<file path="src/rtl/rc4_pkg.sv">
package rc4_pkg;

   localparam int BYTE_W          = 8;
   localparam int PERM_DEPTH      = 256;
   localparam int MAX_KEY_DEFAULT = 256;

   localparam logic OP_KEY  = 1'b0;
   localparam logic OP_DATA = 1'b1;

   typedef struct packed {
      logic              op;
      logic [BYTE_W-1:0] byte_in;
      logic              last;
   } req_type;

   typedef struct packed {
      logic [BYTE_W-1:0] byte_out;
      logic              last_out;
   } rsp_type;

endpackage

</file>
<file path="src/rtl/rc4_ram.sv">
module rc4_ram #(
   parameter  int WIDTH = 8,
   parameter  int DEPTH = 256,
   localparam int AW    = (DEPTH > 1) ? $clog2(DEPTH) : 1
) (
   input  logic             clock,
   input  logic             wr_en,
   input  logic [AW-1:0]    wr_addr,
   input  logic [WIDTH-1:0] wr_data,
   input  logic [AW-1:0]    rd_addr,
   output logic [WIDTH-1:0] rd_data
);

   logic [WIDTH-1:0] mem_ff [DEPTH];
   logic [WIDTH-1:0] rd_data_ff;

   always_ff @(posedge clock) begin
      if (wr_en) begin
         mem_ff[wr_addr] <= wr_data;
      end
      rd_data_ff <= mem_ff[rd_addr];
   end

   assign rd_data = rd_data_ff;

endmodule

</file>
<file path="src/rtl/rc4_stream_cipher_top.sv">
// RC4 stream cipher, one byte per transfer.
// Input channel req_*: each transfer carries either a key byte (op = key) or a
// data byte (op = data). Key bytes are stored; the key byte marked last starts
// the key schedule. Output channel rsp_*: one transfer per data byte, carrying
// the data byte XOR the keystream byte and a copy of its last flag.
// A data byte steps through states D1, D2 and D3, and its result is
// registered once the output register is free; req_stall stays high until
// then, so a new byte is taken only when the last is done. The steps are set
// by the three dependent reads and two writes of the permutation memory.
// A key byte without the last flag is stored and the block stays idle. A last
// key byte starts the schedule: state FILL refills all 256 permutation
// entries with the identity, then states M0 to M3 mix the key into each.
// After reset the block writes the identity into all 256 permutation entries,
// with req_stall high; the key store itself is not cleared.
// When the receiver stalls, the finished result waits in the output register
// and the block holds the next data byte in its last step until it drains.
module rc4_stream_cipher_top #(
   parameter int MAX_KEY = rc4_pkg::MAX_KEY_DEFAULT
) (
   input  logic             clock,
   input  logic             reset,
   input  logic             req_valid,
   output logic             req_stall,
   input  rc4_pkg::req_type req_data,
   output logic             rsp_valid,
   input  logic             rsp_stall,
   output rc4_pkg::rsp_type rsp_data
);

   import rc4_pkg::*;

   localparam int KCW    = $clog2(MAX_KEY + 1);
   localparam int KEY_AW = (MAX_KEY > 1) ? $clog2(MAX_KEY) : 1;

   localparam logic [3:0] ST_FILL = 4'd0;
   localparam logic [3:0] ST_IDLE = 4'd1;
   localparam logic [3:0] ST_D1   = 4'd2;
   localparam logic [3:0] ST_D2   = 4'd3;
   localparam logic [3:0] ST_D3   = 4'd4;
   localparam logic [3:0] ST_M0   = 4'd5;
   localparam logic [3:0] ST_M1   = 4'd6;
   localparam logic [3:0] ST_M2   = 4'd7;
   localparam logic [3:0] ST_M3   = 4'd8;

   logic [3:0]        state_ff, state_in;
   logic [7:0]        k_ff, k_in;
   logic              sched_ff, sched_in;
   logic [KCW-1:0]    key_count_ff, key_count_in;
   logic [KCW-1:0]    klen_ff, klen_in;
   logic [KEY_AW-1:0] kidx_ff, kidx_in;
   logic [7:0]        i_ff, i_in;
   logic [7:0]        j_ff, j_in;
   logic [7:0]        a_ff, a_in;
   logic [7:0]        c_ff, c_in;
   logic [7:0]        t_ff, t_in;
   logic [7:0]        byte_ff, byte_in;
   logic              last_ff, last_in;
   logic              rsp_valid_ff, rsp_valid_in;
   rsp_type           rsp_ff, rsp_in;

   logic              perm_we;
   logic [7:0]        perm_wa, perm_wd, perm_ra, perm_rd;
   logic              key_we;
   logic [KEY_AW-1:0] key_wa, key_ra;
   logic [7:0]        key_rd;

   logic              req_xfer;
   logic              rsp_free;
   logic              cnt_sat;
   logic [KCW-1:0]    cnt_next;
   logic [7:0]        i_next, j_next, t_next, ks;

   rc4_ram #(.WIDTH(BYTE_W), .DEPTH(PERM_DEPTH)) u_perm_ram (
      .clock   (clock),
      .wr_en   (perm_we),
      .wr_addr (perm_wa),
      .wr_data (perm_wd),
      .rd_addr (perm_ra),
      .rd_data (perm_rd)
   );

   rc4_ram #(.WIDTH(BYTE_W), .DEPTH(MAX_KEY)) u_key_ram (
      .clock   (clock),
      .wr_en   (key_we),
      .wr_addr (key_wa),
      .wr_data (req_data.byte_in),
      .rd_addr (key_ra),
      .rd_data (key_rd)
   );

   assign req_stall = (state_ff != ST_IDLE);
   assign req_xfer  = req_valid && !req_stall;
   assign rsp_free  = !rsp_valid_ff || !rsp_stall;
   assign cnt_sat   = (key_count_ff == KCW'(MAX_KEY));
   assign cnt_next  = cnt_sat ? key_count_ff : key_count_ff + 1'b1;
   assign i_next    = i_ff + 8'd1;

   always_comb begin
      state_in     = state_ff;
      k_in         = k_ff;
      sched_in     = sched_ff;
      key_count_in = key_count_ff;
      klen_in      = klen_ff;
      kidx_in      = kidx_ff;
      i_in         = i_ff;
      j_in         = j_ff;
      a_in         = a_ff;
      c_in         = c_ff;
      t_in         = t_ff;
      byte_in      = byte_ff;
      last_in      = last_ff;
      rsp_valid_in = rsp_valid_ff && rsp_stall;
      rsp_in       = rsp_ff;
      perm_we      = 1'b0;
      perm_wa      = k_ff;
      perm_wd      = k_ff;
      perm_ra      = k_ff;
      key_we       = 1'b0;
      key_wa       = key_count_ff[KEY_AW-1:0];
      key_ra       = kidx_ff;
      j_next       = j_ff + perm_rd;
      t_next       = a_ff + perm_rd;
      ks           = perm_rd;

      unique case (state_ff)
         ST_FILL: begin
            perm_we = 1'b1;
            k_in    = k_ff + 8'd1;
            if (k_ff == 8'hff) begin
               state_in = sched_ff ? ST_M0 : ST_IDLE;
            end
         end
         ST_IDLE: begin
            if (req_xfer) begin
               if (req_data.op == OP_DATA) begin
                  i_in     = i_next;
                  perm_ra  = i_next;
                  byte_in  = req_data.byte_in;
                  last_in  = req_data.last;
                  state_in = ST_D1;
               end else begin
                  key_we = !cnt_sat;
                  if (req_data.last) begin
                     klen_in      = cnt_next;
                     key_count_in = '0;
                     kidx_in      = '0;
                     k_in         = 8'd0;
                     j_in         = 8'd0;
                     sched_in     = 1'b1;
                     state_in     = ST_FILL;
                  end else begin
                     key_count_in = cnt_next;
                  end
               end
            end
         end
         ST_D1: begin
            a_in     = perm_rd;
            j_in     = j_next;
            perm_ra  = j_next;
            state_in = ST_D2;
         end
         ST_D2: begin
            c_in     = perm_rd;
            perm_we  = 1'b1;
            perm_wa  = i_ff;
            perm_wd  = perm_rd;
            t_in     = t_next;
            perm_ra  = t_next;
            state_in = ST_D3;
         end
         ST_D3: begin
            // The read of perm[t] was taken before either swap write landed.
            priority if (t_ff == j_ff) begin
               ks = a_ff;
            end else if (t_ff == i_ff) begin
               ks = c_ff;
            end else begin
               ks = perm_rd;
            end
            perm_we = 1'b1;
            perm_wa = j_ff;
            perm_wd = a_ff;
            perm_ra = t_ff;
            if (rsp_free) begin
               rsp_valid_in    = 1'b1;
               rsp_in.byte_out = byte_ff ^ ks;
               rsp_in.last_out = last_ff;
               state_in        = ST_IDLE;
            end
         end
         ST_M0: begin
            state_in = ST_M1;
         end
         ST_M1: begin
            a_in     = perm_rd;
            j_in     = j_next + key_rd;
            perm_ra  = j_next + key_rd;
            state_in = ST_M2;
         end
         ST_M2: begin
            perm_we  = 1'b1;
            perm_wd  = perm_rd;
            state_in = ST_M3;
         end
         ST_M3: begin
            perm_we = 1'b1;
            perm_wa = j_ff;
            perm_wd = a_ff;
            k_in    = k_ff + 8'd1;
            if (KCW'(kidx_ff) + 1'b1 == klen_ff) begin
               kidx_in = '0;
            end else begin
               kidx_in = kidx_ff + 1'b1;
            end
            if (k_ff == 8'hff) begin
               i_in     = 8'd0;
               j_in     = 8'd0;
               sched_in = 1'b0;
               state_in = ST_IDLE;
            end else begin
               state_in = ST_M0;
            end
         end
         default: begin
            state_in = ST_IDLE;
         end
      endcase
   end

   always_ff @(posedge clock) begin
      if (reset) begin
         state_ff     <= ST_FILL;
         k_ff         <= 8'd0;
         sched_ff     <= 1'b0;
         key_count_ff <= '0;
         i_ff         <= 8'd0;
         j_ff         <= 8'd0;
         rsp_valid_ff <= 1'b0;
      end else begin
         state_ff     <= state_in;
         k_ff         <= k_in;
         sched_ff     <= sched_in;
         key_count_ff <= key_count_in;
         i_ff         <= i_in;
         j_ff         <= j_in;
         rsp_valid_ff <= rsp_valid_in;
      end
   end

   always_ff @(posedge clock) begin
      klen_ff <= klen_in;
      kidx_ff <= kidx_in;
      a_ff    <= a_in;
      c_ff    <= c_in;
      t_ff    <= t_in;
      byte_ff <= byte_in;
      last_ff <= last_in;
      rsp_ff  <= rsp_in;
   end

   assign rsp_valid = rsp_valid_ff;
   assign rsp_data  = rsp_ff;

endmodule

</file>
<file path="config.mk">
export PLATFORM = sky130hd
export DESIGN_NAME = rc4_stream_cipher_top
export DESIGN_NICKNAME = d
export VERILOG_FILES = /design/src/rtl/rc4_pkg.sv /design/src/rtl/rc4_ram.sv /design/src/rtl/rc4_stream_cipher_top.sv
export SDC_FILE = /design/constraint.sdc
export NUM_CORES = 2
export LEC_CHECK = 0
export BUFFER_PORTS_ARGS = -buffer_cell sky130_fd_sc_hd__buf_2
export CORE_MARGIN = 2
export CORE_UTILIZATION = 45
export CTS_BUF_LIST = sky130_fd_sc_hd__clkbuf_16
export CTS_CLUSTER_SIZE = 8
export DETAILED_ROUTE_END_ITERATION = 12
export SYNTH_ARGS = -nofsm -noshare
export SYNTH_HDL_FRONTEND = slang
export SYNTH_SLANG_ARGS = --single-unit
export TNS_END_PERCENT = 5
</file>
<file path="constraint.sdc">
create_clock -name clock -period 7.6 [get_ports clock]
set_clock_uncertainty 0.2 [all_clocks]
set_input_delay 0 -clock clock [delete_from_list [all_inputs] [get_ports clock]]
set_output_delay 0 -clock clock [all_outputs]
set_load 0.05 [all_outputs]
</file>
==> out/metrics.cfg <==
[route]
viasPerCell = 6.14
route.detailed.drc = 0
drt-total-wl_um = 421000
drtIter0Drc = 9393
dr_total_vias = 81300
firstDrtPassIters = 6
ant_nets = 0
avgRoutedWirePerCell_um = 31.8

[outcome]
violations = hold timing
status = finished, violations left

[grt]
grt_pass1_wl_um = 605000
grt_max_degree = 209
grt_pass1_vias = 82200
antenna_found_initial = 9
grt_util_all_layers_pct = 22.5
overflow = 0

[yosys]
avgSynthCellArea_um2 = 20.7
synth-simple-area-share_pct = 2.67
yosysWarnings = 0
synth_fa_ha_area_share_pct = 0.249
ys_top_cells_by_area = edfxtp_1 (76%), mux4_2 (14%), nor2_1 (1.5%)
yosysTopAreaCell = edfxtp_1
synth_mux_area_share_pct = 15.5
synth_top_family_by_area = multiplexers
async_flop_share_pct = 0
ys.flop_type = edfxtp_1
syn_inst = 7957
ys_seq_area_share_pct = 76.5
synth-compound-area-share_pct = 3.29
synth_cell_types = 76
synthXorXnorAreaFrac_pct = 0.362
syn_area_um2 = 165000
ys_seq_elements = 4210
synth_top_area_share_pct = 75.8
synth_nets = 8002
synth_edf_count = 4155

[final_layout]
area_growth_syn_to_layout_pct = 13.4
post-route-util_pct = 51.2
drive_gt1_share_pct = 23.0
nFillCells = 28600
fin_nets = 8347

[worst_setup_path]
cp_max_fo = 43
required_ns = 8.26
worstPathCellList = ha_1 -> a211oi_1 -> nor2_1 -> nor2_1 -> ha_1 -> a211oi_1 -> nor2_1 -> a2111oi_2 -> buf_4 -> and2_4 -> buf_4 -> a22oi_1 -> a21oi_1 -> a21o_1 -> o22ai_1 -> nor4_1
path_class = reg2reg
cpPeakStageDelay_ns = 0.70
start_kind = flop
cp_slowest_cell = and2_4
critPathMostFrequentCell = nor2_1
worst_ep_arrival_time_ns = 6.99
cp-end-kind = flop

[sta]
tns_ns = 0
fin_ws_ns = 1.27
finalSetupViolCount = 0
rsz0062_at_grt = no
slew_headroom_pct = 11.0
period_share_pct = 83.3
maxClockFrequency_mhz = 158
hold_viol = 5
fin_crit_ns = 6.33
slew_viol_final = 0
worst_slew_pin_slew_ns = 1.33
hold_ws_ns = -0.0273

[die]
dieHeight_um = 609
start_util_pct = 45.1
num_rows = 222
die_w_um = 609
die-area_um2 = 371000
core_area_um2 = 365000
ioPinCount = 25

[clock_tree]
postCtsSetupBuffers = 0
cts_buffers = 596
cts_max_path_buffers = 4
clock_latency_ns = 1.02
numClockSinks = 4210
postCtsResizedCells = 0
cts.clk_slew.worst_paths_ns = 0.05
htreeDepth = 6
cts_root_buf = clkbuf_16
cts_tree = yes

[power]
swShare_pct = 20.6
p_leak_nw = 57.9
intPower_w = 0.0401
p_per_area_nw_per_um2 = 271
irDropWorstVdd_mv = 0.243
switchingPower_w = 0.0104
power_w = 0.0506
pwr-share-seq_pct = 50.6
combPwrFrac_pct = 3.2
power_frac_clock_pct = 46.2

[placed_design]
dp_slack_ns = 1.33
dp_hpwl_um = 249000
routabilityCongestion = 0.890
io_buffers = 24

[min_path]
hold_class = in2reg

[flow_run]
maxCapViolations = 0

[power by group through the flow]
stage / sequential, W / clock [W] / combinational [W]
final: 0.0256 / 0.0234 / 0.00163
after global routing: 0.0255 / 0.0247 / 0.00173
after CTS: 0.0256 / 0.0237 / 0.00165
after detailed placement: 0.0260 / 0 / 0.00162
after global placement: 0.0260 / 0 / 0.00160
after floorplan: 0.0260 / 0 / 0.000953
[worst max-delay path: cells and delay by family, from the launching register on]
family / cells / cell delay, ns
AO/OA/AOI/OAI: 7 / 1.81
flip-flops: 1 / 0.63
adder cells (fa/ha/maj): 2 / 0.67
AND/OR/NAND/NOR: 5 / 1.71
buffers and inverters: 2 / 1.03
[logic make-up (layout without fill, tap and decap cells)]
kind of cell	count (synthesis)	count (layout)
AOI/OAI and AO/OA	818	818
other	0	8
adders and majority gates	31	31
and+or+nand+nor	1044	1044
DFF	4210	4210
muxes	1300	1300
buffers and inverters	486	946
xor gates and xnor gates	68	68
[layout by cell type (no fill, tap or decap), types with 9 or more instances in the layout]
master         Yosys  final
nand2b_1          10      9
buf_4             33    131
a22oi_1          228    228
nor2_1           661    661
o21ai_0           86     86
dfxtp_1           55     55
buf_12             0     31
o22ai_1           76     76
a21oi_1          204    204
edfxtp_1        4155   4155
nand3_1           50     50
or3_1              9      9
o221ai_1          61     61
and2_1            16     13
a211oi_1          26     26
nand2_1          192    169
inv_1             18     79
xor2_1            28     28
buf_2            110     16
nand4_1           14     14
inv_6              0     19
a21o_1            23     23
xnor2_1           40     40
nand2_2            1     16
mux2i_1          244    244
o21a_1            14     14
nor4_1             9      9
a22o_1            15     15
clkbuf_16          0    605
ha_1              28     28
clkinv_8           0     13
mux4_2          1000   1000
nor3_1            23     23
dlygate4sd3_1      0     24
a31oi_1           28     28
nor2b_1           13     13
or4_1             11     11
mux2_2            56     56
and3_1             9      9
[layout make-up]
cell class | count | area, µm² | area share (%)
Clock buffer | 605 | 15100 | 8.11
Inverter | 21 | 86.3 | 0.0462
Timing Repair Buffer | 212 | 2100 | 1.12
Multi-Input combinational cell | 3261 | 36600 | 19.6
Sequential cell | 4210 | 126000 | 67.4
Tap cell | 4816 | 6030 | 3.23
Antenna cell | 8 | 20.0 | 0.0107
Clock inverter | 108 | 935 | 0.500
[synthesized netlist by cell type (55+ instances only)]
master,count
o221ai_1,61
dfxtp_1,55
o22ai_1,76
buf_2,110
mux2_2,56
mux4_2,1000
a22oi_1,228
a21oi_1,204
mux2i_1,244
nor2_1,661
nand2_1,192
o21ai_0,86
edfxtp_1,4155
clkbuf_1,236
[registers in the layout (all words and copies together) (netlist names)]
| signal | flops |
|---|---|
| u_key_ram.mem_ff | 2048 |
| u_perm_ram.mem_ff | 2048 |
| key_count_ff | 9 |
| klen_ff | 9 |
| rsp_data | 9 |
| a_ff | 8 |
| byte_ff | 8 |
| c_ff | 8 |
| i_ff | 8 |
| j_ff | 8 |
| k_ff | 8 |
| key_ra | 8 |
| t_ff | 8 |
| u_key_ram.rd_data | 8 |
| u_perm_ram.rd_data | 8 |
| state_ff | 4 |
| last_ff | 1 |
| rsp_valid | 1 |
| sched_ff | 1 |
[worst paths after layout]
kind,startpoint,to,slack (ns),cells after the start
setup / recovery,u_perm_ram.rd_data[1],u_perm_ram.rd_data[0],1.27,16
hold reg to reg,last_ff,rsp_data[0],0.23,0
setup reg to reg,u_perm_ram.rd_data[1],u_perm_ram.rd_data[0],1.27,16
hold / removal,req_data[4],u_key_ram.mem_ff[236][3],-0.03,3
[layer usage]
layer  up-vias  wire length [µm]  GRT usage, %
met1     43500            173000          31.3
met3       706             31100          4.07
met2      3431            204000          36.0
met5         -                43             0
li1      33600                 -             -
met4         6             13700          7.40
[per-stage QoR]
step | std cells | area [µm²]
CTS | 13200 | 187000
finish | 13200 | 187000
global route | 13200 | 187000
global placement | 12500 | 170000
floorplan | 7957 | 165000
detailed placement | 12500 | 170000
[repair_timing]
item,in CTS,in global routing
endpoints found under the hold margin,1570,0
hold buffers,28,0
setup endpoints to repair,0,0
Power figures use the tool's default switching activity.
